## config.mk

```make
export PLATFORM = sky130hd
export DESIGN_NAME = harmonic_tone_synth
export DESIGN_NICKNAME = d
export VERILOG_FILES = /design/src/sv/hts_pkg.sv /design/src/sv/harmonic_tone_synth.sv /design/src/sv/hts_datapath.sv /design/src/sv/hts_ctrl.sv
export SDC_FILE = /design/constraint.sdc
export NUM_CORES = 2
export LEC_CHECK = 0
export BUFFER_PORTS_ARGS = -buffer_cell sky130_fd_sc_hd__clkbuf_2
export CAP_MARGIN = 5
export CORE_MARGIN = 8
export CORE_UTILIZATION = 45
export CTS_CLUSTER_SIZE = 30
export DETAILED_ROUTE_END_ITERATION = 8
export SYNTH_ARGS = -nofsm -noshare
export SYNTH_HDL_FRONTEND = slang
export SYNTH_SLANG_ARGS = --single-unit
```

## constraint.sdc

```tcl
create_clock -name aclk -period 13.02 [get_ports aclk]
set_input_delay 0.651 -clock aclk [delete_from_list [all_inputs] [get_ports aclk]]
set_output_delay 0.651 -clock aclk [all_outputs]
set_load 0.01 [all_outputs]
```

## src/sv/hts_pkg.sv

```systemverilog
// Shared types and constants for the harmonic tone synthesizer.
// Used by the controller, the datapath and the top level; depends on nothing.

package hts_pkg;

    // Datapath operation issued by the controller for one cycle.
    typedef enum logic [3:0] {
        OP_NONE  = 4'd0,
        OP_NOTE  = 4'd1,
        OP_START = 4'd2,
        OP_Z2    = 4'd3,
        OP_T     = 4'd4,
        OP_U     = 4'd5,
        OP_Y     = 4'd6,
        OP_W     = 4'd7,
        OP_AMP   = 4'd8,
        OP_F1    = 4'd9,
        OP_F2    = 4'd10,
        OP_ENV   = 4'd11
    } hts_op_t;

    typedef struct packed {
        hts_op_t    op;
        logic [1:0] harm;
    } hts_cmd_t;

    // Configuration register indexes (byte address / 4).
    localparam logic [1:0] REG_STEP_PER_HZ    = 2'd0;
    localparam logic [1:0] REG_HOLD_TICKS     = 2'd1;
    localparam logic [1:0] REG_DECAY_INTERVAL = 2'd2;
    localparam logic [1:0] REG_DECAY_STEPS    = 2'd3;

    localparam logic [31:0] RST_STEP_PER_HZ    = 32'd366503876;
    localparam logic [19:0] RST_HOLD_TICKS     = 20'd4800;
    localparam logic [15:0] RST_DECAY_INTERVAL = 16'd960;
    localparam logic [7:0]  RST_DECAY_STEPS    = 8'd100;

    // Envelope constants, amplitude in unsigned Q0.16.
    localparam logic [15:0] AMP_START = 16'd19661;
    localparam logic [15:0] AMP_FLOOR = 16'd66;
    localparam logic [15:0] DECAY_MUL = 16'd62259;

    // Sine polynomial z*(A - z^2*(B - z^2*C)), Q15 coefficients on a Q14 argument.
    localparam logic [15:0] COEF_A       = 16'd51472;
    localparam logic [15:0] COEF_B       = 16'd21024;
    localparam logic [11:0] COEF_C       = 12'd2320;
    localparam logic [14:0] SINE_QUARTER = 15'd16384;
    localparam logic [14:0] SINE_MAX     = 15'd32767;

    // Harmonic weights in Q15 for harmonics one to four.
    localparam logic [14:0] WEIGHT [4] = '{15'd19661, 15'd9830, 15'd4915, 15'd2621};

    // One-pole smoothing filter coefficients in Q15.
    localparam logic [14:0] FILT_NEW = 15'd22938;
    localparam logic [14:0] FILT_OLD = 15'd9830;

endpackage

```

## src/sv/harmonic_tone_synth.sv

```systemverilog
// Harmonic tone synthesizer top level: register file, controller and datapath.
// Depends on hts_pkg, hts_ctrl and hts_datapath.
//
// A note-on transfer (s_tuser high) sets the pitch from s_tdata and restarts the
// hold-then-decay envelope; it produces no output. A tick transfer (s_tuser low)
// produces one Q1.15 sample on the m_ side, with m_tuser flagging a silent
// sample. A silent tick runs only the envelope step; an audible tick sends
// all 24 products of the sample (five per harmonic for the sine polynomial and its
// weight, then amplitude, two filter terms and the decay) one per cycle through
// a single shared multiplier. The result register frees the input side as soon
// as the sample is loaded; a stalled result only holds the next tick at its
// final cycle.

module harmonic_tone_synth #(
    parameter int SINE_ADDR_BITS = 10
) (
    input  logic        aclk,
    input  logic        aresetn,
    input  logic        s_tvalid,
    output logic        s_tready,
    input  logic [23:0] s_tdata,   // [19:0] note_freq, [23:20] zero
    input  logic        s_tuser,   // [0] req_type
    output logic        m_tvalid,
    input  logic        m_tready,
    output logic [15:0] m_tdata,   // [15:0] sample_out
    output logic        m_tuser,   // [0] is_silent
    input  logic        psel,
    input  logic        penable,
    input  logic        pwrite,
    input  logic [3:0]  paddr,
    input  logic [31:0] pwdata,
    output logic [31:0] prdata,
    output logic        pready
);

    logic [31:0] step_per_hz_reg;
    logic [19:0] hold_ticks_reg;
    logic [15:0] decay_interval_reg;
    logic [7:0]  decay_steps_reg;
    logic        cfg_write;

    hts_pkg::hts_cmd_t cmd;
    logic              amp_low;

    assign pready    = 1'b1;
    assign cfg_write = psel && penable && pwrite && pready;

    always_ff @(posedge aclk) begin
        if (!aresetn) begin
            step_per_hz_reg    <= hts_pkg::RST_STEP_PER_HZ;
            hold_ticks_reg     <= hts_pkg::RST_HOLD_TICKS;
            decay_interval_reg <= hts_pkg::RST_DECAY_INTERVAL;
            decay_steps_reg    <= hts_pkg::RST_DECAY_STEPS;
        end else if (cfg_write) begin
            unique case (paddr[3:2])
                hts_pkg::REG_STEP_PER_HZ:    step_per_hz_reg    <= pwdata;
                hts_pkg::REG_HOLD_TICKS:     hold_ticks_reg     <= pwdata[19:0];
                hts_pkg::REG_DECAY_INTERVAL: decay_interval_reg <= pwdata[15:0];
                hts_pkg::REG_DECAY_STEPS:    decay_steps_reg    <= pwdata[7:0];
                default: begin
                end
            endcase
        end
    end

    always_comb begin
        unique case (paddr[3:2])
            hts_pkg::REG_STEP_PER_HZ:    prdata = step_per_hz_reg;
            hts_pkg::REG_HOLD_TICKS:     prdata = {12'd0, hold_ticks_reg};
            hts_pkg::REG_DECAY_INTERVAL: prdata = {16'd0, decay_interval_reg};
            hts_pkg::REG_DECAY_STEPS:    prdata = {24'd0, decay_steps_reg};
            default:                     prdata = 32'd0;
        endcase
    end

    hts_ctrl u_ctrl (
        .aclk     (aclk),
        .aresetn  (aresetn),
        .s_tvalid (s_tvalid),
        .req_type (s_tuser),
        .s_tready (s_tready),
        .amp_low  (amp_low),
        .m_tvalid (m_tvalid),
        .m_tready (m_tready),
        .cmd      (cmd)
    );

    hts_datapath #(
        .SINE_ADDR_BITS (SINE_ADDR_BITS)
    ) u_datapath (
        .aclk           (aclk),
        .aresetn        (aresetn),
        .cmd            (cmd),
        .note_freq      (s_tdata[19:0]),
        .step_per_hz    (step_per_hz_reg),
        .hold_ticks     (hold_ticks_reg),
        .decay_interval (decay_interval_reg),
        .decay_steps    (decay_steps_reg),
        .amp_low        (amp_low),
        .sample_out     (m_tdata),
        .is_silent      (m_tuser)
    );

endmodule

```

## src/sv/hts_datapath.sv

```systemverilog
// Datapath of the harmonic tone synthesizer: oscillator and envelope state,
// one shared multiplier, sine polynomial, mixing, filter and output register.
// Depends on hts_pkg; driven by the commands of hts_ctrl.

module hts_datapath #(
    parameter int SINE_ADDR_BITS = 10
) (
    input  logic             aclk,
    input  logic             aresetn,
    input  hts_pkg::hts_cmd_t cmd,
    input  logic [19:0]      note_freq,
    input  logic [31:0]      step_per_hz,
    input  logic [19:0]      hold_ticks,
    input  logic [15:0]      decay_interval,
    input  logic [7:0]       decay_steps,
    output logic             amp_low,
    output logic [15:0]      sample_out,
    output logic             is_silent
);

    localparam int SINE_SHIFT = 16 - SINE_ADDR_BITS;

    // Oscillator and envelope state.
    logic [31:0] phase_acc_reg, phase_acc_next;
    logic [31:0] phase_step_reg, phase_step_next;
    logic [15:0] env_amp_reg, env_amp_next;
    logic [15:0] prev_out_reg, prev_out_next;
    logic [19:0] hold_left_reg, hold_left_next;
    logic [15:0] interval_left_reg, interval_left_next;
    logic [7:0]  steps_left_reg, steps_left_next;

    // Working registers of one sample computation.
    logic [14:0] z_reg, z_next;
    logic        neg_reg, neg_next;
    logic [14:0] z2_reg;
    logic [11:0] t_reg;
    logic [14:0] u_reg;
    logic [15:0] y_reg, y_next;
    logic [31:0] sum_reg, sum_next;
    logic [16:0] scaled_reg, scaled_next;
    logic [31:0] acc_reg;
    logic [15:0] out_sample_reg;
    logic        out_silent_reg;

    logic signed [32:0] mul_a;
    logic signed [20:0] mul_b;
    logic signed [53:0] mul_p;

    logic [1:0]                hsel;
    logic [31:0]               harm_phase;
    logic [SINE_ADDR_BITS-1:0] sine_idx;
    logic [15:0]               sine_arg;
    logic [13:0]               sine_rem;

    logic [15:0] y_mag;
    logic [14:0] y_clamp;
    logic [32:0] mix_round;
    logic [16:0] mix;
    logic [33:0] amp_round;
    logic [32:0] filt_sum;
    logic [17:0] filt_y;
    logic [15:0] filt_sat;
    logic [32:0] decay_sum;
    logic [19:0] hold_dec;

    // Phase of the harmonic whose sine is fetched next, and its folded argument.
    assign hsel = (cmd.op == hts_pkg::OP_W) ? cmd.harm + 2'd1 : 2'd0;

    always_comb begin
        unique case (hsel)
            2'd0: harm_phase = phase_acc_reg;
            2'd1: harm_phase = phase_acc_reg << 1;
            2'd2: harm_phase = phase_acc_reg + (phase_acc_reg << 1);
            2'd3: harm_phase = phase_acc_reg << 2;
            default: harm_phase = phase_acc_reg;
        endcase
    end

    assign sine_idx = harm_phase[31 -: SINE_ADDR_BITS];
    assign sine_arg = {sine_idx, {SINE_SHIFT{1'b0}}};
    assign sine_rem = sine_arg[13:0];
    assign z_next   = sine_arg[14] ? hts_pkg::SINE_QUARTER - {1'b0, sine_rem}
                                   : {1'b0, sine_rem};
    assign neg_next = sine_arg[15];

    // Rounded mix of the harmonic sum, Q15.
    assign mix_round = {sum_reg[31], sum_reg} + 33'd16384;
    assign mix       = mix_round[31:15];

    // Shared multiplier operand selection.
    always_comb begin
        mul_a = '0;
        mul_b = '0;
        unique case (cmd.op)
            hts_pkg::OP_NOTE: begin
                mul_a = {1'b0, step_per_hz};
                mul_b = {1'b0, note_freq};
            end
            hts_pkg::OP_Z2: begin
                mul_a = {18'd0, z_reg};
                mul_b = {6'd0, z_reg};
            end
            hts_pkg::OP_T: begin
                mul_a = {18'd0, z2_reg};
                mul_b = {9'd0, hts_pkg::COEF_C};
            end
            hts_pkg::OP_U: begin
                mul_a = {18'd0, z2_reg};
                mul_b = {5'd0, hts_pkg::COEF_B - {4'd0, t_reg}};
            end
            hts_pkg::OP_Y: begin
                mul_a = {18'd0, z_reg};
                mul_b = {5'd0, hts_pkg::COEF_A - {1'b0, u_reg}};
            end
            hts_pkg::OP_W: begin
                mul_a = {{17{y_reg[15]}}, y_reg};
                mul_b = {6'd0, hts_pkg::WEIGHT[cmd.harm]};
            end
            hts_pkg::OP_AMP: begin
                mul_a = {{16{mix[16]}}, mix};
                mul_b = {5'd0, env_amp_reg};
            end
            hts_pkg::OP_F1: begin
                mul_a = {{16{scaled_reg[16]}}, scaled_reg};
                mul_b = {6'd0, hts_pkg::FILT_NEW};
            end
            hts_pkg::OP_F2: begin
                mul_a = {{17{prev_out_reg[15]}}, prev_out_reg};
                mul_b = {6'd0, hts_pkg::FILT_OLD};
            end
            hts_pkg::OP_ENV: begin
                mul_a = {17'd0, env_amp_reg};
                mul_b = {5'd0, hts_pkg::DECAY_MUL};
            end
            default: begin
                mul_a = '0;
                mul_b = '0;
            end
        endcase
    end

    assign mul_p = mul_a * mul_b;

    // Sine value: clamp the magnitude, then apply the half-wave sign.
    assign y_mag   = mul_p[29:14];
    assign y_clamp = (y_mag > {1'b0, hts_pkg::SINE_MAX}) ? hts_pkg::SINE_MAX : y_mag[14:0];
    assign y_next  = neg_reg ? 16'd0 - {1'b0, y_clamp} : {1'b0, y_clamp};

    // The first harmonic starts a fresh sum.
    assign sum_next = ((cmd.harm == 2'd0) ? 32'd0 : sum_reg) + mul_p[31:0];

    assign amp_round   = mul_p[33:0] + 34'd32768;
    assign scaled_next = amp_round[32:16];

    // Filter output with rounding and saturation to Q1.15.
    assign filt_sum = {acc_reg[31], acc_reg} + {mul_p[31], mul_p[31:0]} + 33'd16384;
    assign filt_y   = filt_sum[32:15];

    always_comb begin
        if ($signed(filt_y) > 18'sd32767) begin
            filt_sat = 16'h7FFF;
        end else if ($signed(filt_y) < -18'sd32768) begin
            filt_sat = 16'h8000;
        end else begin
            filt_sat = filt_y[15:0];
        end
    end

    assign decay_sum = {1'b0, mul_p[31:0]} + 33'd32768;
    assign hold_dec  = (hold_left_reg != 20'd0) ? hold_left_reg - 20'd1 : hold_left_reg;
    assign amp_low   = env_amp_reg < hts_pkg::AMP_FLOOR;

    always_comb begin
        phase_acc_next     = phase_acc_reg;
        phase_step_next    = phase_step_reg;
        env_amp_next       = env_amp_reg;
        prev_out_next      = prev_out_reg;
        hold_left_next     = hold_left_reg;
        interval_left_next = interval_left_reg;
        steps_left_next    = steps_left_reg;
        unique case (cmd.op)
            hts_pkg::OP_NOTE: begin
                phase_step_next    = mul_p[47:16];
                env_amp_next       = hts_pkg::AMP_START;
                hold_left_next     = hold_ticks;
                steps_left_next    = decay_steps;
                interval_left_next = '0;
            end
            hts_pkg::OP_F2: begin
                prev_out_next  = filt_sat;
                phase_acc_next = phase_acc_reg + phase_step_reg;
            end
            hts_pkg::OP_ENV: begin
                hold_left_next = hold_dec;
                if (hold_dec == 20'd0 && steps_left_reg != 8'd0) begin
                    if (interval_left_reg == 16'd0) begin
                        env_amp_next       = decay_sum[31:16];
                        steps_left_next    = steps_left_reg - 8'd1;
                        // A zero interval behaves as an interval of one.
                        interval_left_next = (decay_interval != 16'd0) ?
                                             decay_interval - 16'd1 : 16'd0;
                    end else begin
                        interval_left_next = interval_left_reg - 16'd1;
                    end
                end
            end
            default: begin
            end
        endcase
    end

    always_ff @(posedge aclk) begin
        if (!aresetn) begin
            phase_acc_reg     <= '0;
            phase_step_reg    <= '0;
            env_amp_reg       <= '0;
            prev_out_reg      <= '0;
            hold_left_reg     <= '0;
            interval_left_reg <= '0;
            steps_left_reg    <= '0;
        end else begin
            phase_acc_reg     <= phase_acc_next;
            phase_step_reg    <= phase_step_next;
            env_amp_reg       <= env_amp_next;
            prev_out_reg      <= prev_out_next;
            hold_left_reg     <= hold_left_next;
            interval_left_reg <= interval_left_next;
            steps_left_reg    <= steps_left_next;
        end
    end

    always_ff @(posedge aclk) begin
        unique case (cmd.op)
            hts_pkg::OP_START: begin
                z_reg   <= z_next;
                neg_reg <= neg_next;
            end
            hts_pkg::OP_Z2: z2_reg <= mul_p[28:14];
            hts_pkg::OP_T:  t_reg  <= mul_p[25:14];
            hts_pkg::OP_U:  u_reg  <= mul_p[28:14];
            hts_pkg::OP_Y:  y_reg  <= y_next;
            hts_pkg::OP_W: begin
                // The next harmonic's argument is fetched while this one is weighted.
                sum_reg <= sum_next;
                z_reg   <= z_next;
                neg_reg <= neg_next;
            end
            hts_pkg::OP_AMP: scaled_reg <= scaled_next;
            hts_pkg::OP_F1:  acc_reg    <= mul_p[31:0];
            hts_pkg::OP_ENV: begin
                out_sample_reg <= amp_low ? 16'd0 : prev_out_reg;
                out_silent_reg <= amp_low;
            end
            default: begin
            end
        endcase
    end

    assign sample_out = out_sample_reg;
    assign is_silent  = out_silent_reg;

endmodule

```

## src/sv/hts_ctrl.sv

```systemverilog
// Controller of the harmonic tone synthesizer: input and output handshakes
// and the sequence of datapath operations for one item. Depends on hts_pkg.

module hts_ctrl (
    input  logic              aclk,
    input  logic              aresetn,
    input  logic              s_tvalid,
    input  logic              req_type,
    output logic              s_tready,
    input  logic              amp_low,
    output logic              m_tvalid,
    input  logic              m_tready,
    output hts_pkg::hts_cmd_t cmd
);

    typedef enum logic [9:0] {
        S_IDLE = 10'b0000000001,
        S_Z2   = 10'b0000000010,
        S_T    = 10'b0000000100,
        S_U    = 10'b0000001000,
        S_Y    = 10'b0000010000,
        S_W    = 10'b0000100000,
        S_AMP  = 10'b0001000000,
        S_F1   = 10'b0010000000,
        S_F2   = 10'b0100000000,
        S_ENV  = 10'b1000000000
    } state_t;

    state_t     state_reg, state_next;
    logic [1:0] harm_reg, harm_next;
    logic       m_tvalid_reg, m_tvalid_next;
    logic       out_free;

    assign out_free = !m_tvalid_reg || m_tready;
    assign s_tready = (state_reg == S_IDLE);
    assign m_tvalid = m_tvalid_reg;

    always_comb begin
        state_next    = state_reg;
        harm_next     = harm_reg;
        m_tvalid_next = m_tvalid_reg && !m_tready;
        cmd.op        = hts_pkg::OP_NONE;
        cmd.harm      = harm_reg;
        unique case (state_reg)
            S_IDLE: begin
                if (s_tvalid) begin
                    if (req_type) begin
                        cmd.op = hts_pkg::OP_NOTE;
                    end else if (amp_low) begin
                        state_next = S_ENV;
                    end else begin
                        cmd.op     = hts_pkg::OP_START;
                        harm_next  = 2'd0;
                        state_next = S_Z2;
                    end
                end
            end
            S_Z2: begin
                cmd.op     = hts_pkg::OP_Z2;
                state_next = S_T;
            end
            S_T: begin
                cmd.op     = hts_pkg::OP_T;
                state_next = S_U;
            end
            S_U: begin
                cmd.op     = hts_pkg::OP_U;
                state_next = S_Y;
            end
            S_Y: begin
                cmd.op     = hts_pkg::OP_Y;
                state_next = S_W;
            end
            S_W: begin
                cmd.op = hts_pkg::OP_W;
                if (harm_reg == 2'd3) begin
                    state_next = S_AMP;
                end else begin
                    harm_next  = harm_reg + 2'd1;
                    state_next = S_Z2;
                end
            end
            S_AMP: begin
                cmd.op     = hts_pkg::OP_AMP;
                state_next = S_F1;
            end
            S_F1: begin
                cmd.op     = hts_pkg::OP_F1;
                state_next = S_F2;
            end
            S_F2: begin
                cmd.op     = hts_pkg::OP_F2;
                state_next = S_ENV;
            end
            S_ENV: begin
                // The envelope advances in the same cycle the result is loaded,
                // so it waits until the output register is free.
                if (out_free) begin
                    cmd.op        = hts_pkg::OP_ENV;
                    m_tvalid_next = 1'b1;
                    state_next    = S_IDLE;
                end
            end
            default: begin
                state_next = S_IDLE;
            end
        endcase
    end

    always_ff @(posedge aclk) begin
        if (!aresetn) begin
            state_reg    <= S_IDLE;
            harm_reg     <= 2'd0;
            m_tvalid_reg <= 1'b0;
        end else begin
            state_reg    <= state_next;
            harm_reg     <= harm_next;
            m_tvalid_reg <= m_tvalid_next;
        end
    end

endmodule

```

# ---- Word-level counts from Yosys, hierarchy flattened
# Index checks and enable logic that the tools add are counted.
dict set report classes {
  addsub 17
  reduce_logical 28
  order_cmp 5
  bitwise_logic 1
  muxes 44
  multipliers 1
  n_eq_ne 35
}
# cell n
set op_table {}
lappend op_table {{$pmux 33 s8} 1}
lappend op_table {{$pmux 32 s4} 2}
lappend op_table {{$pmux 20 s10} 1}
lappend op_table {{$mux 16} 7}
lappend op_table {{$pmux 10 s10} 1}
lappend op_table {{$add 32x32->32} 3}
lappend op_table {{$add 32x16->32 const B} 2}
lappend op_table {{$pmux 16 s2} 2}
lappend op_table {{$mux 15} 4}
lappend op_table {{$mul 33x21->48} 1}
lappend op_table {{$mux 10} 4}
lappend op_table {{$pmux 20 s2} 1}
lappend op_table {{$pmux 4 s10} 1}
lappend op_table {{$add 32x32->33} 1}
lappend op_table {{$add 33x15->33 const B} 1}
lappend op_table {{$add 33x16->33 const B} 1}
lappend op_table {{$mux 32} 1}
lappend op_table {{$sub 16x1->16 const B} 2}
lappend op_table {{$bmux 15 s2} 1}
lappend op_table {{$logic_not 20->1} 1}
lappend op_table {{$mux 20} 1}
lappend op_table {{$reduce_bool 20->1} 1}
lappend op_table {{$sub 20x1->20 const B} 1}
lappend op_table {{$gt 18x16->1 const B} 1}
lappend op_table {{49 further kinds} 89}
dict set report word_totals {
  regBits 401
  elab_cells 158
  out_inout_bits 52
  in_bits 68
}

# ---- Longest topological paths before layout
dict set report depth {
  word_depth 14
  depth_mapped 50
}

# ---- Modules after synthesis
# A second synthesis with hierarchy kept.
dict set report hier_totals {
  hier_cells 5468
  hier_area_um2 47142.7
}
# mod cells_each area_each_um2 n_inst
set by_module_without_submodules {}
lappend by_module_without_submodules {hts_datapath 4983 42797.3 1}
lappend by_module_without_submodules {harmonic_tone_synth 377 3458.3 1}
lappend by_module_without_submodules {hts_ctrl 108 887.1 1}

# ---- Worst setup path after synthesis
# No wires, ideal clock.
dict set report synth_timing {
  kind {register to register}
  from {reg u_ctrl.state_reg[9]}
  to {reg u_datapath.prev_out_reg[10]}
  setup_ps 133
  arrival_time_ps 12257
  path_stages_with_launch 47
  slack_ps 630
  required_time_ps 12887
  path_cell_list {dfxtp_1 clkbuf_1 nor4_1 nand3_1 inv_1 clkbuf_1 buf_1 buf_1 a222oi_1 nand3_1 clkbuf_1 nand2_1 fa_1 inv_1 fa_1 inv_1 fa_1 inv_1 (+11 left out) a221o_1 a211oi_1 a2111o_1 a21oi_1 o311ai_2 ha_1 ha_1 nand4_1 nor2_1 a21oi_1 o21ai_0 a31oi_1 o31ai_1 xor2_1 o311a_1 nor2_1 clkbuf_1 a21oi_1}
}
dict set report synth_via {
  elab_chain_len 11
  word_cells_on_any_way 32
  classes_between {2 x add/sub; 1 x mul; 2 x order compare; 20 x eq/ne; 5 x mux; 2 x reduce/logical}
}
# element line_no
set synth_rtl {}
lappend synth_rtl {{start, declared} hts_ctrl.sv:29} ;# state_t state_reg, state_next;
lappend synth_rtl {{start signal, assigned} hts_ctrl.sv:116} ;# state_reg <= state_next;
lappend synth_rtl {{$eq 10x10->1 (tied with other cells)} hts_ctrl.sv:44} ;# unique case (state_reg)
lappend synth_rtl {{$pmux 4 s10 *} hts_ctrl.sv:44}
lappend synth_rtl {{$eq 4x2->1 or $eq 4x3->1 (tied branches)} hts_datapath.sv:94} ;# unique case (cmd.op)
lappend synth_rtl {{$reduce_or 2->1 (no line)} --}
lappend synth_rtl {{$pmux 33 s8} hts_datapath.sv:94}
lappend synth_rtl {{$mul 33x21->48 *} hts_datapath.sv:142} ;# assign mul_p = mul_a * mul_b;
lappend synth_rtl {{via u_datapath.mul_p[28]} hts_datapath.sv:47} ;# logic signed [53:0] mul_p;
lappend synth_rtl {{$add 32x32->33 *} hts_datapath.sv:156} ;# assign filt_sum = {acc_reg[31], acc_reg} + {mul_p[31], mul_p[31:0]} + 33'd16384;
lappend synth_rtl {{$add 33x15->33 *} hts_datapath.sv:156}
lappend synth_rtl {{$lt 18x16->1} hts_datapath.sv:162} ;# end else if ($signed(filt_y) < -18'sd32768) begin
lappend synth_rtl {{$mux 16} hts_datapath.sv:162}
lappend synth_rtl {{$mux 16 *} hts_datapath.sv:160} ;# if ($signed(filt_y) > 18'sd32767) begin
lappend synth_rtl {{end signal, assigned} hts_datapath.sv:225} ;# prev_out_reg <= prev_out_next;
lappend synth_rtl {{end, declared} hts_datapath.sv:27} ;# logic [15:0] prev_out_reg, prev_out_next;
# The timed path passes the listed nets; every way through them passes the cells marked *.
# A chain may end at the register's enable or synchronous reset.

# ---- Final worst setup path
dict set report layout_timing {
  from {reg u_ctrl.state_reg[2]}
  to {reg u_datapath.prev_out_reg[1]}
}
# The elaborated chain is that of the path after synthesis.

==> metrics.md <==
| Metric | Value |
|---|---|
| Fmax | `80.3 MHz` |
| Internal Power | `3.44 mW` |
| CP Max Fanout | `27` |
| Worst path slowest cell | `nand3_1` |
| EDFF count, synth | `166` |
| Met3 wire len | `11.0 mm` |
| Final hold violation count | `0` |
| Total power | `6.37 mW` |
| Place WS | `391 ps` |
| Setup crit end kind | `flip-flop` |
| CTS sink count | `395` |
| Via count | `37,600` |
| Worst skew pair latency | `610 ps` |
| Yosys top cell by area | `fa_1` |
| Synthesis Warnings | `0` |
| Slowest stage delay, CP | `760 ps` |
| Switching pwr | `2.92 mW` |
| Non-filler cells, final | `6,606` |
| Routability cong. | `0.972` |
| Setup_tns | `0 ps` |
| Core Region | `0.100 mm2` |
| Nets@finish | `6,236` |
| Inst Count DP | `6,520` |
| Leading register cell type out of synthesis | `dfxtp_1` |
| Met2 WL | `66.0 mm` |
| Post-Syn Nets | `6,196` |
| GR Overflow Total | `0` |
| Synth top area cells | `fa_1 (26%), edfxtp_1 (11%), dfxtp_1 (10%)` |
| Standard-cell row count | `116` |
| WHS Path Cells | `3` |
| Initial antenna violation count | `4` |
| Mapped Area | `0.0455 mm2` |
| Max VDD drop | `0.102 mV` |
| Setup Fix Bufs, Post-CTS | `0` |
| Final clock skew | `31.5 ps` |
| Uppermost routed layer | `met4` |
| DP Area | `0.0478 mm2` |
| Starting DRT DRC Count | `3,288` |
| Clock slew at reported path FFs | `60 ps` |
| Layout cells sized above 1 | `7.39%` |
| Critical Path RT | `13,530 ps` |
| Number of hold buffers added after cts | `0` |
| WL/cell | `22.1 um` |
| Fin crit period | `12,450 ps` |
| Final WL | `146 mm` |
| Setup crit start kind | `flip-flop` |
| Worst Path Arrival | `12,960 ps` |
| Layout area overhead | `8.86%` |
| I/O pin count | `120` |
| Post-DP HPWL | `114 mm` |
| Chip Width | `334 um` |
| CTS tree | `yes` |
| Worst R2R Setup Slack | `570 ps` |
| Die ar. | `0.111 mm2` |
| Relative max-transition margin | `19.5%` |
| Die H | `334 um` |
| Most frequent CP cell | `fa_1` |
| Number of I/O port buffers | `112` |
| CTS H-tree depth | `2` |
| Clk buf depth | `3` |
| GRT Util Overall | `25.9%` |
| Number of global-route vias before repair | `37,800` |
| Worst setup margin | `572 ps` |
| Most common cell after layout, fill and taps aside | `nand2_1` |
| DRT Pass-1 Iters | `6` |
| Slew @ Worst Pin | `1210 ps` |
| Hold crit path type | `in -> reg` |
| Final Cycle Share | `95.6%` |
| Final core utilization | `49.4%` |
| RSZ-0062 raised after global routing | `false` |
| Syn Inst Count | `5,230` |
| First-pass GRT wire length | `226 mm` |
| Status | `complete, no violations` |
| Yosys top cell area share | `26.5%` |
| Final setup viols | `0` |
| Drc violations | `0` |
| Lkg Pwr | `22.1 nW` |
| Sw Ratio | `45.9%` |
| Commonest cells after routing, fill and taps aside | `nand2_1 (852), inv_1 (685), fa_1 (602)` |
| Power Dens Cells | `129 mW/mm2` |
| Sequential fraction of the synthesis area | `21.0%` |
| Initial Util | `45.4%` |
| Hold slack | `256 ps` |
| Comb power frac | `54.1%` |
| Largest net degree at the start of global routing | `61` |
| Synthesized area per cell | `8.70 um2` |
| Max_cap viols | `0` |
| R2R depth | `40` |
| CTS Buf Count | `46` |
| Vias per inst | `5.70` |
| Final Cell Area | `0.0495 mm2` |
| Crit Path Category | `reg -> reg` |
| Clk pwr share | `22.3%` |
| Ys async rst share | `0%` |
| #FFs+latches synth | `395` |
| Yosys cell types | `91` |
| M1 wire length | `63.0 mm` |
| Clock root buffer | `clkbuf_16` |
| Final ANT Viol Nets | `0` |
| Register share of total power | `23.5%` |
| Final Max Tran Viols | `0` |
## metal layers
| metal | global-route usage [%] | vias up |
|---|---|---|
| li1 | - | 17300 |
| met2 | 41.5 | 1426 |
| met1 | 35.7 | 18600 |
| met3 | 4.13 | 274 |
| met5 | 0 | - |
| met4 | 9.18 | 0 |
## power by group through the flow
stage          logic, mW  clock network (mW)  registers [mW]
2_1_floorplan       2.24                   0            1.50
3_3_place_gp        3.37                   0            1.52
3_5_place_dp        3.40                   0            1.52
4_1_cts             3.42                1.44            1.50
5_1_grt             3.75                1.49            1.50
6_report            3.45                1.42            1.50
## area by class of cell
type                            instances  area [um2]
Antenna cell                            1        2.50
Clock buffer                           67        1420
Clock inverter                         18         239
Fill cell                            9617       50600
Inverter                              695        2610
Multi-Input combinational cell       3889       32500
Sequential cell                       395        9570
Tap cell                             1298        1620
Timing Repair Buffer                  243        1550
## critical path, delay by kind of cell, from the launching register on
family	cells	cell delay [ps]
buf+inv	7	1180
simple gates	7	2730
compound gates	14	2640
flops	1	370
xor+xnor	2	810
fa+ha+maj	10	4560
## kinds of logic (layout without fill, tap and decap cells)
group           after synthesis  in the layout  synth area share (%)
compound gates              906            906                  12.9
xor+xnor                    226            226                  4.35
fa+ha+maj                   898            898                  34.6
buf+inv                     946           1023                  7.84
flops                       395            395                  21.0
mux                          42             42                  1.15
other cells                   1              2               0.00825
simple gates               1816           1816                  18.0
## cell usage after synthesis, drive strengths merged (12+ instances only)
library cell	n
nor3	72
o211ai	27
nor4	31
and2	105
a221o	13
fa	602
and4	13
o21a	13
a21boi	45
a22oi	48
nand2	852
o21bai	18
a21o	64
buf	21
a31oi	25
nor2b	68
or3	25
nand4	39
edfxtp	166
and3	30
xnor2	137
a22o	12
o21ai	199
o22ai	20
o31ai	17
clkbuf	230
dfxtp	229
xor2	89
nand3	105
inv	690
mux2i	33
nor2	386
a211oi	22
ha	296
a21oi	266
a221oi	18
nand2b	26
or2	15
## timing repair
item                                    CTS  global route
resized for setup                         0             3
endpoints found under the setup margin    0            16
hold endpoints to repair                  0             0
## worst paths after layout
path | end | start
hold / removal | step_per_hz_reg[28] | pwdata[28]
setup / recovery | u_datapath.prev_out_reg[1] | u_ctrl.state_reg[2]
setup reg to reg | u_datapath.prev_out_reg[1] | u_ctrl.state_reg[2]
hold reg to reg | u_datapath.phase_step_reg[0] | u_datapath.phase_step_reg[0]
Power figures use the tool's default switching activity.
